File: src/ssd_pkg.sv
// Shared types, command codes and digit glyphs for the LED display frame encoder.
// No dependencies; every other file except ssd_ifs imports this package.
`default_nettype none

package ssd_pkg;

  typedef enum logic [2:0] {
    OP_DECIMAL = 3'd0,
    OP_TENTHS  = 3'd1,
    OP_TIME    = 3'd2,
    OP_RAW     = 3'd3,
    OP_BRIGHT  = 3'd4
  } op_t;

  // Driver command bytes
  localparam logic [7:0] CMD_DATA_WRITE  = 8'h40;
  localparam logic [7:0] CMD_ADDR_SET    = 8'hC0;
  localparam logic [7:0] CMD_DISPLAY_OFF = 8'h80;
  localparam logic [7:0] CMD_DISPLAY_ON  = 8'h88;
  localparam logic [7:0] POINT_BIT       = 8'h80;

  localparam logic [13:0] MAX_DECIMAL      = 14'd9999;
  localparam logic [15:0] MAX_DECIMAL_IN   = 16'd9999;
  localparam logic [6:0]  MAX_TWO_DIGIT    = 7'd99;
  localparam logic [2:0]  MAX_LEVEL_CODE   = 3'd7;

  // x / 100 for x <= 9999 and x / 10 for x <= 99 by reciprocal multiply
  localparam logic [12:0] RECIP_HUNDRED       = 13'd5243;
  localparam int          RECIP_HUNDRED_SHIFT = 19;
  localparam logic [7:0]  RECIP_TEN           = 8'd205;
  localparam int          RECIP_TEN_SHIFT     = 11;

  localparam int QUEUE_DEPTH = 4;
  localparam int QPTR_W      = 2;
  localparam int QCNT_W      = 3;

  // Position within a segment write
  localparam logic [2:0] STEP_MODE_CMD = 3'd0;
  localparam logic [2:0] STEP_ADDR_CMD = 3'd1;
  localparam logic [2:0] STEP_DIGIT0   = 3'd2;
  localparam logic [2:0] STEP_LAST     = 3'd5;

  typedef struct packed {
    logic            bright;  // single control byte in seg[0]
    logic [3:0][7:0] seg;
  } entry_t;

  typedef struct packed {
    logic   valid;
    entry_t entry;
  } queue_push_t;

  typedef struct packed {
    logic   valid;
    entry_t entry;
  } queue_head_t;

  typedef struct packed {
    op_t             op;
    logic            sep;
    logic [13:0]     num;
    logic [6:0]      hi;
    logic [6:0]      lo;
    logic [6:0]      quo;
    logic [3:0][7:0] raw;
    logic [7:0]      cmd;
  } front_item_t;

  function automatic logic [7:0] glyph(input logic [3:0] d);
    logic [7:0] g;
    case (d)
      4'd0:    g = 8'h3f;
      4'd1:    g = 8'h06;
      4'd2:    g = 8'h5b;
      4'd3:    g = 8'h4f;
      4'd4:    g = 8'h66;
      4'd5:    g = 8'h6d;
      4'd6:    g = 8'h7d;
      4'd7:    g = 8'h07;
      4'd8:    g = 8'h7f;
      4'd9:    g = 8'h6f;
      default: g = 8'h00;
    endcase
    return g;
  endfunction

endpackage

`default_nettype wire

File: src/ssd_ifs.sv
// Valid/ready channel interfaces: display requests in, bus bytes out.
// Standalone; payload fields follow the block's item definitions.
`default_nettype none

interface ssd_req_if;
  logic               valid;
  logic               ready;
  logic [2:0]         operation;
  logic signed [15:0] value;
  logic signed [7:0]  hours;
  logic signed [7:0]  minutes;
  logic               show_separator;
  logic [7:0]         digit0_segments;
  logic [7:0]         digit1_segments;
  logic [7:0]         digit2_segments;
  logic [7:0]         digit3_segments;
  logic signed [7:0]  brightness;

  modport source (
    output valid, operation, value, hours, minutes, show_separator,
    output digit0_segments, digit1_segments, digit2_segments, digit3_segments,
    output brightness,
    input  ready
  );
  modport sink (
    input  valid, operation, value, hours, minutes, show_separator,
    input  digit0_segments, digit1_segments, digit2_segments, digit3_segments,
    input  brightness,
    output ready
  );
endinterface

interface ssd_byte_if;
  logic       valid;
  logic       ready;
  logic [7:0] bus_byte;
  logic       start_before;
  logic       stop_after;
  logic       last;

  modport source (output valid, bus_byte, start_before, stop_after, last, input ready);
  modport sink   (input valid, bus_byte, start_before, stop_after, last, output ready);
endinterface

`default_nettype wire

File: src/ssd_front.sv
// Front end: accepts requests, clamps and splits numbers into digits, builds queue entries.
// Depends on ssd_pkg and ssd_req_if.
`default_nettype none

module ssd_front (
  input  logic                clk,
  input  logic                rst,
  ssd_req_if.sink             req,
  input  logic                queue_full,
  output ssd_pkg::queue_push_t push
);
  import ssd_pkg::*;

  logic        adv;
  op_t         op_in;
  logic        s1_keep;
  logic        s1_valid, s2_valid, s3_valid;
  front_item_t s1, s2, s3;
  front_item_t s1_next, s2_next, s3_next;
  logic [26:0] quo_prod;
  logic [13:0] rem;
  logic [14:0] hi_prod, lo_prod;
  logic [3:0]  hi_tens, hi_ones, lo_tens, lo_ones;

  assign op_in     = op_t'(req.operation);
  assign adv       = !(s3_valid && queue_full);
  assign req.ready = adv;

  // Stage 1: clamp inputs, work out the brightness byte
  always_comb begin
    s1_next     = '0;
    s1_next.op  = op_in;
    s1_next.sep = req.show_separator;

    if (req.value[15])
      s1_next.num = '0;
    else if (req.value > $signed(MAX_DECIMAL_IN))
      s1_next.num = MAX_DECIMAL;
    else
      s1_next.num = req.value[13:0];

    if (req.hours[7])
      s1_next.hi = '0;
    else if (req.hours[6:0] > MAX_TWO_DIGIT)
      s1_next.hi = MAX_TWO_DIGIT;
    else
      s1_next.hi = req.hours[6:0];

    if (req.minutes[7])
      s1_next.lo = '0;
    else if (req.minutes[6:0] > MAX_TWO_DIGIT)
      s1_next.lo = MAX_TWO_DIGIT;
    else
      s1_next.lo = req.minutes[6:0];

    if (req.brightness[7] || req.brightness == 8'sd0)
      s1_next.cmd = CMD_DISPLAY_OFF;
    else if (req.brightness[6:3] != 4'd0)
      s1_next.cmd = CMD_DISPLAY_ON | {5'd0, MAX_LEVEL_CODE};
    else
      s1_next.cmd = CMD_DISPLAY_ON | {5'd0, 3'(req.brightness[2:0] - 3'd1)};

    s1_next.raw[0] = req.digit0_segments;
    s1_next.raw[1] = req.digit1_segments;
    s1_next.raw[2] = req.digit2_segments;
    s1_next.raw[3] = req.digit3_segments;

    case (op_in)
      OP_DECIMAL, OP_TENTHS, OP_TIME, OP_RAW, OP_BRIGHT: s1_keep = 1'b1;
      default:                                            s1_keep = 1'b0;
    endcase
  end

  // Stage 2: quotient by one hundred
  always_comb begin
    quo_prod    = 27'(s1.num) * 27'(RECIP_HUNDRED);
    s2_next     = s1;
    s2_next.quo = quo_prod[RECIP_HUNDRED_SHIFT +: 7];
  end

  // Stage 3: remainder, pick the two digit pairs
  always_comb begin
    rem     = s2.num - 14'(s2.quo) * 14'd100;
    s3_next = s2;
    case (s2.op)
      OP_DECIMAL, OP_TENTHS: begin
        s3_next.hi = s2.quo;
        s3_next.lo = rem[6:0];
      end
      default: ;
    endcase
  end

  // Split both pairs into tens and ones, format the four digits
  always_comb begin
    hi_prod = 15'(s3.hi) * 15'(RECIP_TEN);
    lo_prod = 15'(s3.lo) * 15'(RECIP_TEN);
    hi_tens = hi_prod[RECIP_TEN_SHIFT +: 4];
    lo_tens = lo_prod[RECIP_TEN_SHIFT +: 4];
    hi_ones = 4'(s3.hi - 7'(hi_tens) * 7'd10);
    lo_ones = 4'(s3.lo - 7'(lo_tens) * 7'd10);

    push.valid        = s3_valid && adv;
    push.entry.bright = 1'b0;
    push.entry.seg    = '0;
    case (s3.op)
      OP_DECIMAL, OP_TIME: begin
        push.entry.seg[0] = glyph(hi_tens);
        push.entry.seg[1] = glyph(hi_ones) | {s3.sep, 7'd0};
        push.entry.seg[2] = glyph(lo_tens);
        push.entry.seg[3] = glyph(lo_ones);
      end
      OP_TENTHS: begin
        // blank leading zeros of the whole part above the units digit
        push.entry.seg[0] = (hi_tens != 4'd0) ? glyph(hi_tens) : 8'h00;
        push.entry.seg[1] = (s3.hi != 7'd0) ? glyph(hi_ones) : 8'h00;
        push.entry.seg[2] = glyph(lo_tens) | POINT_BIT;
        push.entry.seg[3] = glyph(lo_ones);
      end
      OP_RAW: begin
        push.entry.seg = s3.raw;
      end
      OP_BRIGHT: begin
        push.entry.bright = 1'b1;
        push.entry.seg[0] = s3.cmd;
      end
      default: ;
    endcase
  end

  always_ff @(posedge clk) begin
    if (rst) begin
      s1_valid <= 1'b0;
      s2_valid <= 1'b0;
      s3_valid <= 1'b0;
    end else if (adv) begin
      s1_valid <= req.valid && s1_keep;
      s2_valid <= s1_valid;
      s3_valid <= s2_valid;
    end
  end

  always_ff @(posedge clk) begin
    if (adv) begin
      s1 <= s1_next;
      s2 <= s2_next;
      s3 <= s3_next;
    end
  end

endmodule

`default_nettype wire

File: src/ssd_queue.sv
// Short queue of formatted entries between front and back end.
// Depends on ssd_pkg.
`default_nettype none

module ssd_queue (
  input  logic                 clk,
  input  logic                 rst,
  input  ssd_pkg::queue_push_t push,
  input  logic                 pop,
  output logic                 full,
  output ssd_pkg::queue_head_t head
);
  import ssd_pkg::*;

  entry_t              slots [QUEUE_DEPTH];
  logic [QPTR_W-1:0]   wr_ptr, rd_ptr;
  logic [QCNT_W-1:0]   count;

  assign full       = (count == QCNT_W'(QUEUE_DEPTH));
  assign head.valid = (count != '0);
  assign head.entry = slots[rd_ptr];

  always_ff @(posedge clk) begin
    if (rst) begin
      wr_ptr <= '0;
      rd_ptr <= '0;
      count  <= '0;
    end else begin
      if (push.valid)
        wr_ptr <= wr_ptr + QPTR_W'(1);
      if (pop)
        rd_ptr <= rd_ptr + QPTR_W'(1);
      if (push.valid && !pop)
        count <= count + QCNT_W'(1);
      else if (!push.valid && pop)
        count <= count - QCNT_W'(1);
    end
  end

  always_ff @(posedge clk) begin
    if (push.valid)
      slots[wr_ptr] <= push.entry;
  end

endmodule

`default_nettype wire

File: src/ssd_back.sv
// Back end: walks each queue entry and drives one framed bus byte per cycle while result.ready is high.
// Depends on ssd_pkg and ssd_byte_if.
`default_nettype none

module ssd_back (
  input  logic                 clk,
  input  logic                 rst,
  input  ssd_pkg::queue_head_t head,
  output logic                 pop,
  ssd_byte_if.source           result
);
  import ssd_pkg::*;

  logic [2:0] step;
  logic [2:0] digit_idx;
  logic       out_valid;
  logic       load;
  logic       final_byte;
  logic [7:0] byte_next;
  logic       start_next, stop_next, last_next;

  assign load         = head.valid && (!out_valid || result.ready);
  assign final_byte   = head.entry.bright || (step == STEP_LAST);
  assign pop          = load && final_byte;
  assign digit_idx    = step - STEP_DIGIT0;
  assign result.valid = out_valid;

  always_comb begin
    start_next = 1'b0;
    stop_next  = 1'b0;
    last_next  = 1'b0;
    if (head.entry.bright) begin
      byte_next  = head.entry.seg[0];
      start_next = 1'b1;
      stop_next  = 1'b1;
      last_next  = 1'b1;
    end else begin
      case (step)
        STEP_MODE_CMD: begin
          byte_next  = CMD_DATA_WRITE;
          start_next = 1'b1;
          stop_next  = 1'b1;
        end
        STEP_ADDR_CMD: begin
          byte_next  = CMD_ADDR_SET;
          start_next = 1'b1;
        end
        default: begin
          byte_next = head.entry.seg[digit_idx[1:0]];
          stop_next = (step == STEP_LAST);
          last_next = (step == STEP_LAST);
        end
      endcase
    end
  end

  always_ff @(posedge clk) begin
    if (rst) begin
      out_valid <= 1'b0;
      step      <= STEP_MODE_CMD;
    end else if (load) begin
      out_valid <= 1'b1;
      step      <= final_byte ? STEP_MODE_CMD : step + 3'd1;
    end else if (result.ready) begin
      out_valid <= 1'b0;
    end
  end

  always_ff @(posedge clk) begin
    if (load) begin
      result.bus_byte     <= byte_next;
      result.start_before <= start_next;
      result.stop_after   <= stop_next;
      result.last         <= last_next;
    end
  end

endmodule

`default_nettype wire

File: src/seven_segment_display_frame_encoder.sv
// Top level of the LED display frame encoder: front end, entry queue, back end.
// Depends on ssd_pkg, ssd_ifs, ssd_front, ssd_queue and ssd_back.
//
//   port     dir  handshake     payload
//   req      in   valid/ready   operation, value, hours, minutes, show_separator,
//                               digit0..3_segments, brightness
//   result   out  valid/ready   bus_byte, start_before, stop_after, last
//
// An accepted request passes through front registers s1, s2 and s3 into the queue;
// the back end registers each byte it sends. The output register sends one byte
// per cycle while ready; a segment write is six bytes and a brightness request one.
// The queue holds four entries, so the front keeps accepting while the back drains.
// Unused operation codes are accepted and produce no bytes.
// rst is synchronous and clears all valid flags, queue pointers and the byte counter.
`default_nettype none

module seven_segment_display_frame_encoder (
  input  logic       clk,
  input  logic       rst,
  ssd_req_if.sink    req,
  ssd_byte_if.source result
);
  import ssd_pkg::*;

  queue_push_t push;
  queue_head_t head;
  logic        queue_full;
  logic        pop;

  ssd_front u_front (
    .clk        (clk),
    .rst        (rst),
    .req        (req),
    .queue_full (queue_full),
    .push       (push)
  );

  ssd_queue u_queue (
    .clk  (clk),
    .rst  (rst),
    .push (push),
    .pop  (pop),
    .full (queue_full),
    .head (head)
  );

  ssd_back u_back (
    .clk    (clk),
    .rst    (rst),
    .head   (head),
    .pop    (pop),
    .result (result)
  );

endmodule

`default_nettype wire

File: src/flat_wrapper.sv
// flat-port wrapper written by rule: the top's interface ports become plain ports
module seven_segment_display_frame_encoder_flat import ssd_pkg::*;
  (clk, rst, req_valid, req_operation, req_value, req_hours, req_minutes, req_show_separator, req_digit0_segments, req_digit1_segments, req_digit2_segments, req_digit3_segments, req_brightness, req_ready, result_valid, result_bus_byte, result_start_before, result_stop_after, result_last, result_ready);
  ssd_req_if req_i ();
  ssd_byte_if result_i ();
  input  logic clk;
  input  logic rst;
  input wire logic [$bits(req_i.valid)-1:0] req_valid;
  input wire logic [$bits(req_i.operation)-1:0] req_operation;
  input wire logic [$bits(req_i.value)-1:0] req_value;
  input wire logic [$bits(req_i.hours)-1:0] req_hours;
  input wire logic [$bits(req_i.minutes)-1:0] req_minutes;
  input wire logic [$bits(req_i.show_separator)-1:0] req_show_separator;
  input wire logic [$bits(req_i.digit0_segments)-1:0] req_digit0_segments;
  input wire logic [$bits(req_i.digit1_segments)-1:0] req_digit1_segments;
  input wire logic [$bits(req_i.digit2_segments)-1:0] req_digit2_segments;
  input wire logic [$bits(req_i.digit3_segments)-1:0] req_digit3_segments;
  input wire logic [$bits(req_i.brightness)-1:0] req_brightness;
  output wire logic [$bits(req_i.ready)-1:0] req_ready;
  output wire logic [$bits(result_i.valid)-1:0] result_valid;
  output wire logic [$bits(result_i.bus_byte)-1:0] result_bus_byte;
  output wire logic [$bits(result_i.start_before)-1:0] result_start_before;
  output wire logic [$bits(result_i.stop_after)-1:0] result_stop_after;
  output wire logic [$bits(result_i.last)-1:0] result_last;
  input wire logic [$bits(result_i.ready)-1:0] result_ready;
  assign req_i.valid = req_valid;
  assign req_i.operation = req_operation;
  assign req_i.value = req_value;
  assign req_i.hours = req_hours;
  assign req_i.minutes = req_minutes;
  assign req_i.show_separator = req_show_separator;
  assign req_i.digit0_segments = req_digit0_segments;
  assign req_i.digit1_segments = req_digit1_segments;
  assign req_i.digit2_segments = req_digit2_segments;
  assign req_i.digit3_segments = req_digit3_segments;
  assign req_i.brightness = req_brightness;
  assign req_ready = req_i.ready;
  assign result_valid = result_i.valid;
  assign result_bus_byte = result_i.bus_byte;
  assign result_start_before = result_i.start_before;
  assign result_stop_after = result_i.stop_after;
  assign result_last = result_i.last;
  assign result_i.ready = result_ready;
  seven_segment_display_frame_encoder u_core (.clk(clk), .rst(rst), .req(req_i), .result(result_i));
endmodule
File: config.mk
export PLATFORM = sky130hd
export DESIGN_NAME = seven_segment_display_frame_encoder_flat
export DESIGN_NICKNAME = d
export VERILOG_FILES = /design/src/ssd_pkg.sv /design/src/ssd_ifs.sv /design/src/ssd_front.sv /design/src/ssd_queue.sv /design/src/ssd_back.sv /design/src/seven_segment_display_frame_encoder.sv /design/src/flat_wrapper.sv
export SDC_FILE = /design/constraint.sdc
export NUM_CORES = 1
export LEC_CHECK = 0
export BUFFER_PORTS_ARGS = -buffer_cell sky130_fd_sc_hd__buf_2
export CORE_MARGIN = 4
export CORE_UTILIZATION = 50
export CTS_BUF_LIST = sky130_fd_sc_hd__clkbuf_8 sky130_fd_sc_hd__clkbuf_16
export CTS_CLUSTER_SIZE = 28
export DETAILED_ROUTE_END_ITERATION = 6
export GPL_TIMING_DRIVEN = 0
export HOLD_SLACK_MARGIN = 0.15
export PLACE_DENSITY = 0.67
export SYNTH_ARGS = -nofsm -noshare
export SYNTH_HDL_FRONTEND = slang
export SYNTH_SLANG_ARGS = --single-unit
File: constraint.sdc
create_clock -name clk -period 9.15 [get_ports clk]
set_clock_uncertainty 0.05 [all_clocks]
set_input_delay 0.4575 -clock clk [delete_from_list [all_inputs] [get_ports clk]]
set_output_delay 0.4575 -clock clk [all_outputs]
set_load 0.01 [all_outputs]
* Word level (Yosys, flattened, before mapping) *
Memories as Yosys holds them, arrays and structs flattened. A register that Yosys moved wholly into a read port is not among the register bits.
Index checks and enable logic that the tools add are counted.

operators by class
  $add $sub $neg = 10
  multiply operators = 6
  order comparisons = 4
  equality and inequality tests = 12
  multiplexer cells = 28
  bitwise gates (word level) = 1
  reduce and logical (&&, ||, !) cells = 32

operator list
  cell                                                                                number
  24-bit case mux with 3 select lines                                                 1
  8-bit 2-to-1 mux                                                                    5
  8-bit case mux with 4 select lines                                                  1
  7-bit by 8-bit multiplier with 15-bit output (second input constant)                2
  14-bit 2-to-1 mux                                                                   2
  14-bit by 13-bit multiplier with 26-bit output (second input constant)              1
  8-bit binary-select mux with 2-bit select                                           1
  16-bit by 15-bit greater-than comparator with 1-bit output (second input constant)  1
  8-bit case mux with 2 select lines                                                  1
  7-bit greater-than comparator (second input constant)                               2
  7-bit 2-to-1 mux                                                                    2
  3-bit by 1-bit == test with 1-bit output (second input constant)                    4
  3-bit by 2-bit == test with 1-bit output (second input constant)                    4
  3-bit == test (second input constant)                                               4
  3-bit zero test                                                                     4
  3-bit 2-to-1 mux                                                                    4
  2-bit OR reduction                                                                  6
  8-bit zero test                                                                     1
  4-bit by 3-bit multiplier with 3-bit output (second input constant)                 2
  1-bit 2-to-1 mux                                                                    8
  8-bit bitwise OR                                                                    1
  4-bit nonzero test                                                                  2
  4-bit subtractor                                                                    2
  1-bit logical AND                                                                   7
  15 further kinds                                                                    25

word-level totals
  register bits = 227
  memory bits (writable) = 132
  ROM bits = 896
  input bits = 80
  output and inout port bits = 13
  word-level logic and storage cells = 147
  memories kept = 9

memory list
  memory                words  width  read ports  clocked after memory_dff  write ports  line             text
  u_core.u_queue.slots  4      33     1           1                         1            ssd_queue.sv:15  entry_t slots [QUEUE_DEPTH];
  (no name shown)       16     7      1           0                         0            ssd_pkg.sv:71    case (d)
  (no name shown)       16     7      1           0                         0            ssd_pkg.sv:71
  (no name shown)       16     7      1           0                         0            ssd_pkg.sv:71
  (no name shown)       16     7      1           0                         0            ssd_pkg.sv:71
  (no name shown)       16     7      1           0                         0            ssd_pkg.sv:71
  +3 memories           n/a    n/a    n/a         n/a                       n/a          n/a

* Depth between registers and ports, before layout *
  word-level depth = 8
  depth in mapped cells = 23
  gate-level depth less buffers = 22

* Modules after synthesis *
From an unflattened synthesis, not the netlist that was laid out.

second synthesis, totals
  cell total of the unflattened synthesis = 1307
  area, all modules = 18768.0 µm²

by module, submodules not included
  module     instances  cells each  area each (µm²)  sequential area each (µm²)
  ssd_front  1          1021        12644.6          5765.5
  ssd_queue  1          217         5238.8           4144.0
  ssd_back   1          69          884.6            410.4

* Worst setup path before layout *
OpenSTA, ideal clock, no wires.

  path type = flip-flop to flip-flop
  from = register u_core.u_queue.count[0]
  to = register u_core.u_front.s1[0] (netlist name) (enable)
  setup time = 2.051 ns
  data arrival time = 4.860 ns
  data required time = 7.049 ns
  slack = 2.188 ns
  stages on the path, launching flop included = 3
  path buffers = 0
  period minus slack after synthesis = 6.962 ns
  cell sequence = dfxtp_1 nor2_1 nand3_1

between the ends
  cells in the longest elaborated chain, start to end = 2

RTL lines
  element                   line              text
  start: declaration        ssd_queue.sv:17   logic [QCNT_W-1:0] count;
  start signal: assignment  ssd_queue.sv:34   count <= count + QCNT_W'(1);
  start signal: assignment  ssd_queue.sv:36   count <= count - QCNT_W'(1);
  3-bit == test             ssd_queue.sv:19   assign full = (count == QCNT_W'(QUEUE_DEPTH));
  1-bit logical AND         ssd_front.sv:26   assign adv = !(s3_valid && queue_full);
  end signal: assignment    ssd_front.sv:145  s1 <= s1_next;
  end: declaration          ssd_front.sv:18   front_item_t s1, s2, s3;

No other way between the ends.
A chain may end at the register's enable or synchronous reset.

==> metrics <==
main combinational cell family by area after synthesis=adder cells; die area=40500 um2; adder-cell area share of the yosys netlist=21.9%; vias in the first global route=11022; CP required=9360 ps; Max Slew Vio Count=0; Crit path depth=21; DP HPWL=25.5 mm; H-Tree Depth=2; Post-Syn Instances=1312; clk slew on worst S/H paths=60 ps; internal power=4.11 mW; P_sw=2.30 mW; Mapped Nets=1670; crit-path max cell delay=500 ps; synth-to-layout area growth=15.5%; RSZ-0062 raised after global routing=false; initial antenna violation count=0; crit path DAT=6770 ps; layout cells sized above 1=14.6%; CTS tree=yes; source of the critical timing path=u_core.u_front.s3[58]; fin area=21600 um2; Syn Area/Cell=14.2 um2; Leakage=9.22 nW; Main synth FF type=edfxtp_1; Hold Path Class=in -> reg; Tcrit/Tclk final=71.7%; Worst Hold Depth=3; buffer and inverter count on the worst path=3; area of the core=36800 um2; minimum hold slack=182 ps; DR WL met3=1.56 mm; mux cell area share after synthesis=5.45%; R2R Path End=u_core.u_queue.slots[0][14]; final worst setup slack=2590 ps; Synth Area in Compound Gates=5.25%; Via Count=10411; Seq cells post-synth=349; global-route wire length before repair=57.6 mm; crit path max fanout=9; Post-route DRC=0; asr flop ratio synth=0%; post-synthesis cell area=18700 um2; uppermost layer routed=met4; fill count=2915; ANT cells=0; dpl ws=2590 ps; r2r worst-path depth=21; Max Fclk=153 MHz; register area share after synthesis=55.2%; Comb pwr share=43.7%; number of synthesized flops with an enable pin=333; CP Capture Type=register; VDD IR-drop max=0.264 mV; placed cell areas=19900 um2; Critical path destination=u_core.u_queue.slots[0][14]; slowest stage cell, crit path=fa_1; post-synth cell types=73; initial core utilization=50.8%; Root Buffer=clkbuf_16; CP top delay family=adder cells; Die W=201 um; routed len/inst=17.5 um; maxcap violations=0; gpl congestion=0.845; IO buf count=91; status=completed; minimum clock period=6560 ps; Total GRT Usage=17.9%; final net count=1856; worst-path cell chain=ha_1 > ha_1 > fa_1 > inv_1 > fa_1 > inv_1 > ha_1 > a21o_1 > a21oi_1 > o31ai_1 > a21oi_2 > xor2_1 > inv_1 > ha_1 > fa_1 > xnor2_1 > xnor2_1 > xnor2_1 > xor2_2 > or4b_1 > a31oi_1; fraction of the mapped netlist area in simple logic gates=5.31%; Via density=5.22; row count=70; WL met1=15.6 mm; largest net degree at the start of global routing=65; final wirelength=35.0 mm; DR iter-0 viols=538; Worst Max-Slew Pin Slew=1270 ps; critical path start-end classification=reg -> reg; R2R Path Start=u_core.u_front.s3[58]; Die Ht=201 um; number of buffers created by CTS=38; total gr overflow=0; Hold Vio Cnt, Final=0; power per cell area=297 nW/um2; worst-skew pair later-pin latency=550 ps; most frequent CP cell=ha_1; CTS max path bufs=3; drt pass-1 iters=6; met2 wire length=16.9 mm; Sw Ratio=35.9%; R2R setup slack=2590 ps; clk sinks=349; final setup fails=0; synth warn=0; remaining antenna violation count after routing=0; Flop pwr share=33.6%; Post-CTS Setup Bufs=0; Clock power frac=22.7%; IO Pins=93; relative slew slack=15.0%; Startpoint Class=register; Synth Area in XOR/XNOR=2.16%
-- cell usage after synthesis (5+ instances only) --
cell	count	area, um2
inv_1	207	777
a21o_1	5	37.5
nor2b_1	9	56.3
o21ai_1	11	55.1
a31oi_1	7	43.8
nand2b_1	9	56.3
xor2_1	15	131
edfxtp_1	333	10000
and2_1	18	113
a211oi_1	5	37.5
mux4_2	41	923
clkbuf_1	18	67.6
mux2i_1	6	60.1
o21ai_0	43	215
nand4_1	5	31.3
nand2_1	71	267
dfxtp_1	16	320
and3_1	5	31.3
nor2_1	44	165
nand3_1	15	75.1
nor3_1	6	30.0
ha_1	196	2450
a21oi_1	49	245
xnor2_1	21	184
fa_1	82	1640
-- how the worst min path moves through the flow --
stage / start / slack [ps] / to
finish: req_value[2] / 180 / u_core.u_front.s1[63]
global route: req_value[11] / 160 / u_core.u_front.s1[72]
CTS: req_value[0] / 150 / u_core.u_front.s1[61]
detailed placement: u_core.u_front.s1[19] / 350 / u_core.u_front.s2[19]
global placement: u_core.u_front.s2[20] / 350 / u_core.u_front.s3[20]
floorplan: u_core.u_front.s1[0] / 350 / u_core.u_front.s2[0]
-- cells by family after synthesis --
family                     count (synthesis)
AOI/OAI and AO/OA                        159
xor gates and xnor gates                  40
adders and majority gates                278
buffers and inverters                    232
DFF                                      349
muxes                                     50
and+or+nand+nor                          204
-- area by class of cell --
type                            count  area [um2]  share of cell area, %
Buffer                             24         103                  0.475
Inverter                          208         781                   3.62
Multi-Input combinational cell    731        7510                   34.8
Clock buffer                       38         951                   4.41
Tap cell                          468         586                   2.71
Clock inverter                     31         243                   1.12
Timing Repair Buffer              146        1090                   5.04
Sequential cell                   349       10300                   47.8
-- registers in the layout (all words and copies together), names as in the netlist, 2 cells and up, named ones only --
register	cells
u_core.u_back.result.bus_byte	8
u_core.u_queue.wr_ptr	2
u_core.u_queue.count	3
u_core.u_front.s1	68
u_core.u_back.step	3
u_core.u_queue.slots	132
u_core.u_front.s3	54
u_core.u_front.s2	68
u_core.u_queue.rd_ptr	2
-- metal layers --
layer	track usage (%)	vias up
met5	0	-
met4	4.79	0
met3	3.69	52
met2	29.6	179
met1	24.4	5122
li1	-	5058
-- cell usage in the layout, fill, tap and decap left out, drive strengths merged, types with 4 or more instances in the layout --
master / synthesis / layout
o31ai: 5 / 5
a31oi: 7 / 7
ha: 196 / 196
xor2: 16 / 16
and3: 5 / 5
nor2b: 9 / 9
nor2: 44 / 44
clkbuf: 18 / 56
clkinv: 0 / 18
mux2i: 7 / 7
a211oi: 6 / 6
xnor2: 22 / 22
buf: 6 / 103
mux4: 41 / 41
a21oi: 50 / 50
edfxtp: 333 / 333
nand2: 72 / 72
a21o: 5 / 5
or3: 4 / 4
dlygate4sd3: 0 / 49
nor3: 7 / 7
nand4: 5 / 5
nand2b: 9 / 9
and2: 18 / 18
a22oi: 4 / 4
inv: 208 / 217
fa: 82 / 82
nand3: 15 / 15
dfxtp: 16 / 16
o21ai: 54 / 54
-- what timing repair did --
| item | in CTS | in global routing |
|---|---|---|
| hold buffers | 49 | 0 |
| gates resized for setup | 0 | 0 |
| hold endpoints to repair | 52 | 0 |
-- power groups by stage --
stage          sequential (mW)  combinational [mW]  clock [mW]
6_report                  2.16                2.80        1.46
5_1_grt                   2.17                3.22        1.57
4_1_cts                   2.16                2.82        1.50
3_5_place_dp              2.19                2.77           0
3_3_place_gp              2.19                2.68           0
2_1_floorplan             2.17                2.13           0
-- through the flow --
stage,setup TNS [ps],power [mW],cells,utilization [%]
CTS,0,6.48,1995,58.7
finish,0,6.41,1995,58.7
global placement,-48810,4.87,1871,53.6
detailed placement,0,4.96,1877,54.1
floorplan,0,4.30,1312,-
global route,0,6.96,1995,58.7
-- worst reg2reg max path: cells and delay by family, from the launching register on --
family	cells	cell delay [ps]
xor+xnor	5	1150
simple gates	1	500
fa+ha+maj	7	2480
compound gates	5	1360
flops	1	490
buf+inv	3	230
Note: power is estimated with default switching activity, not from simulation.
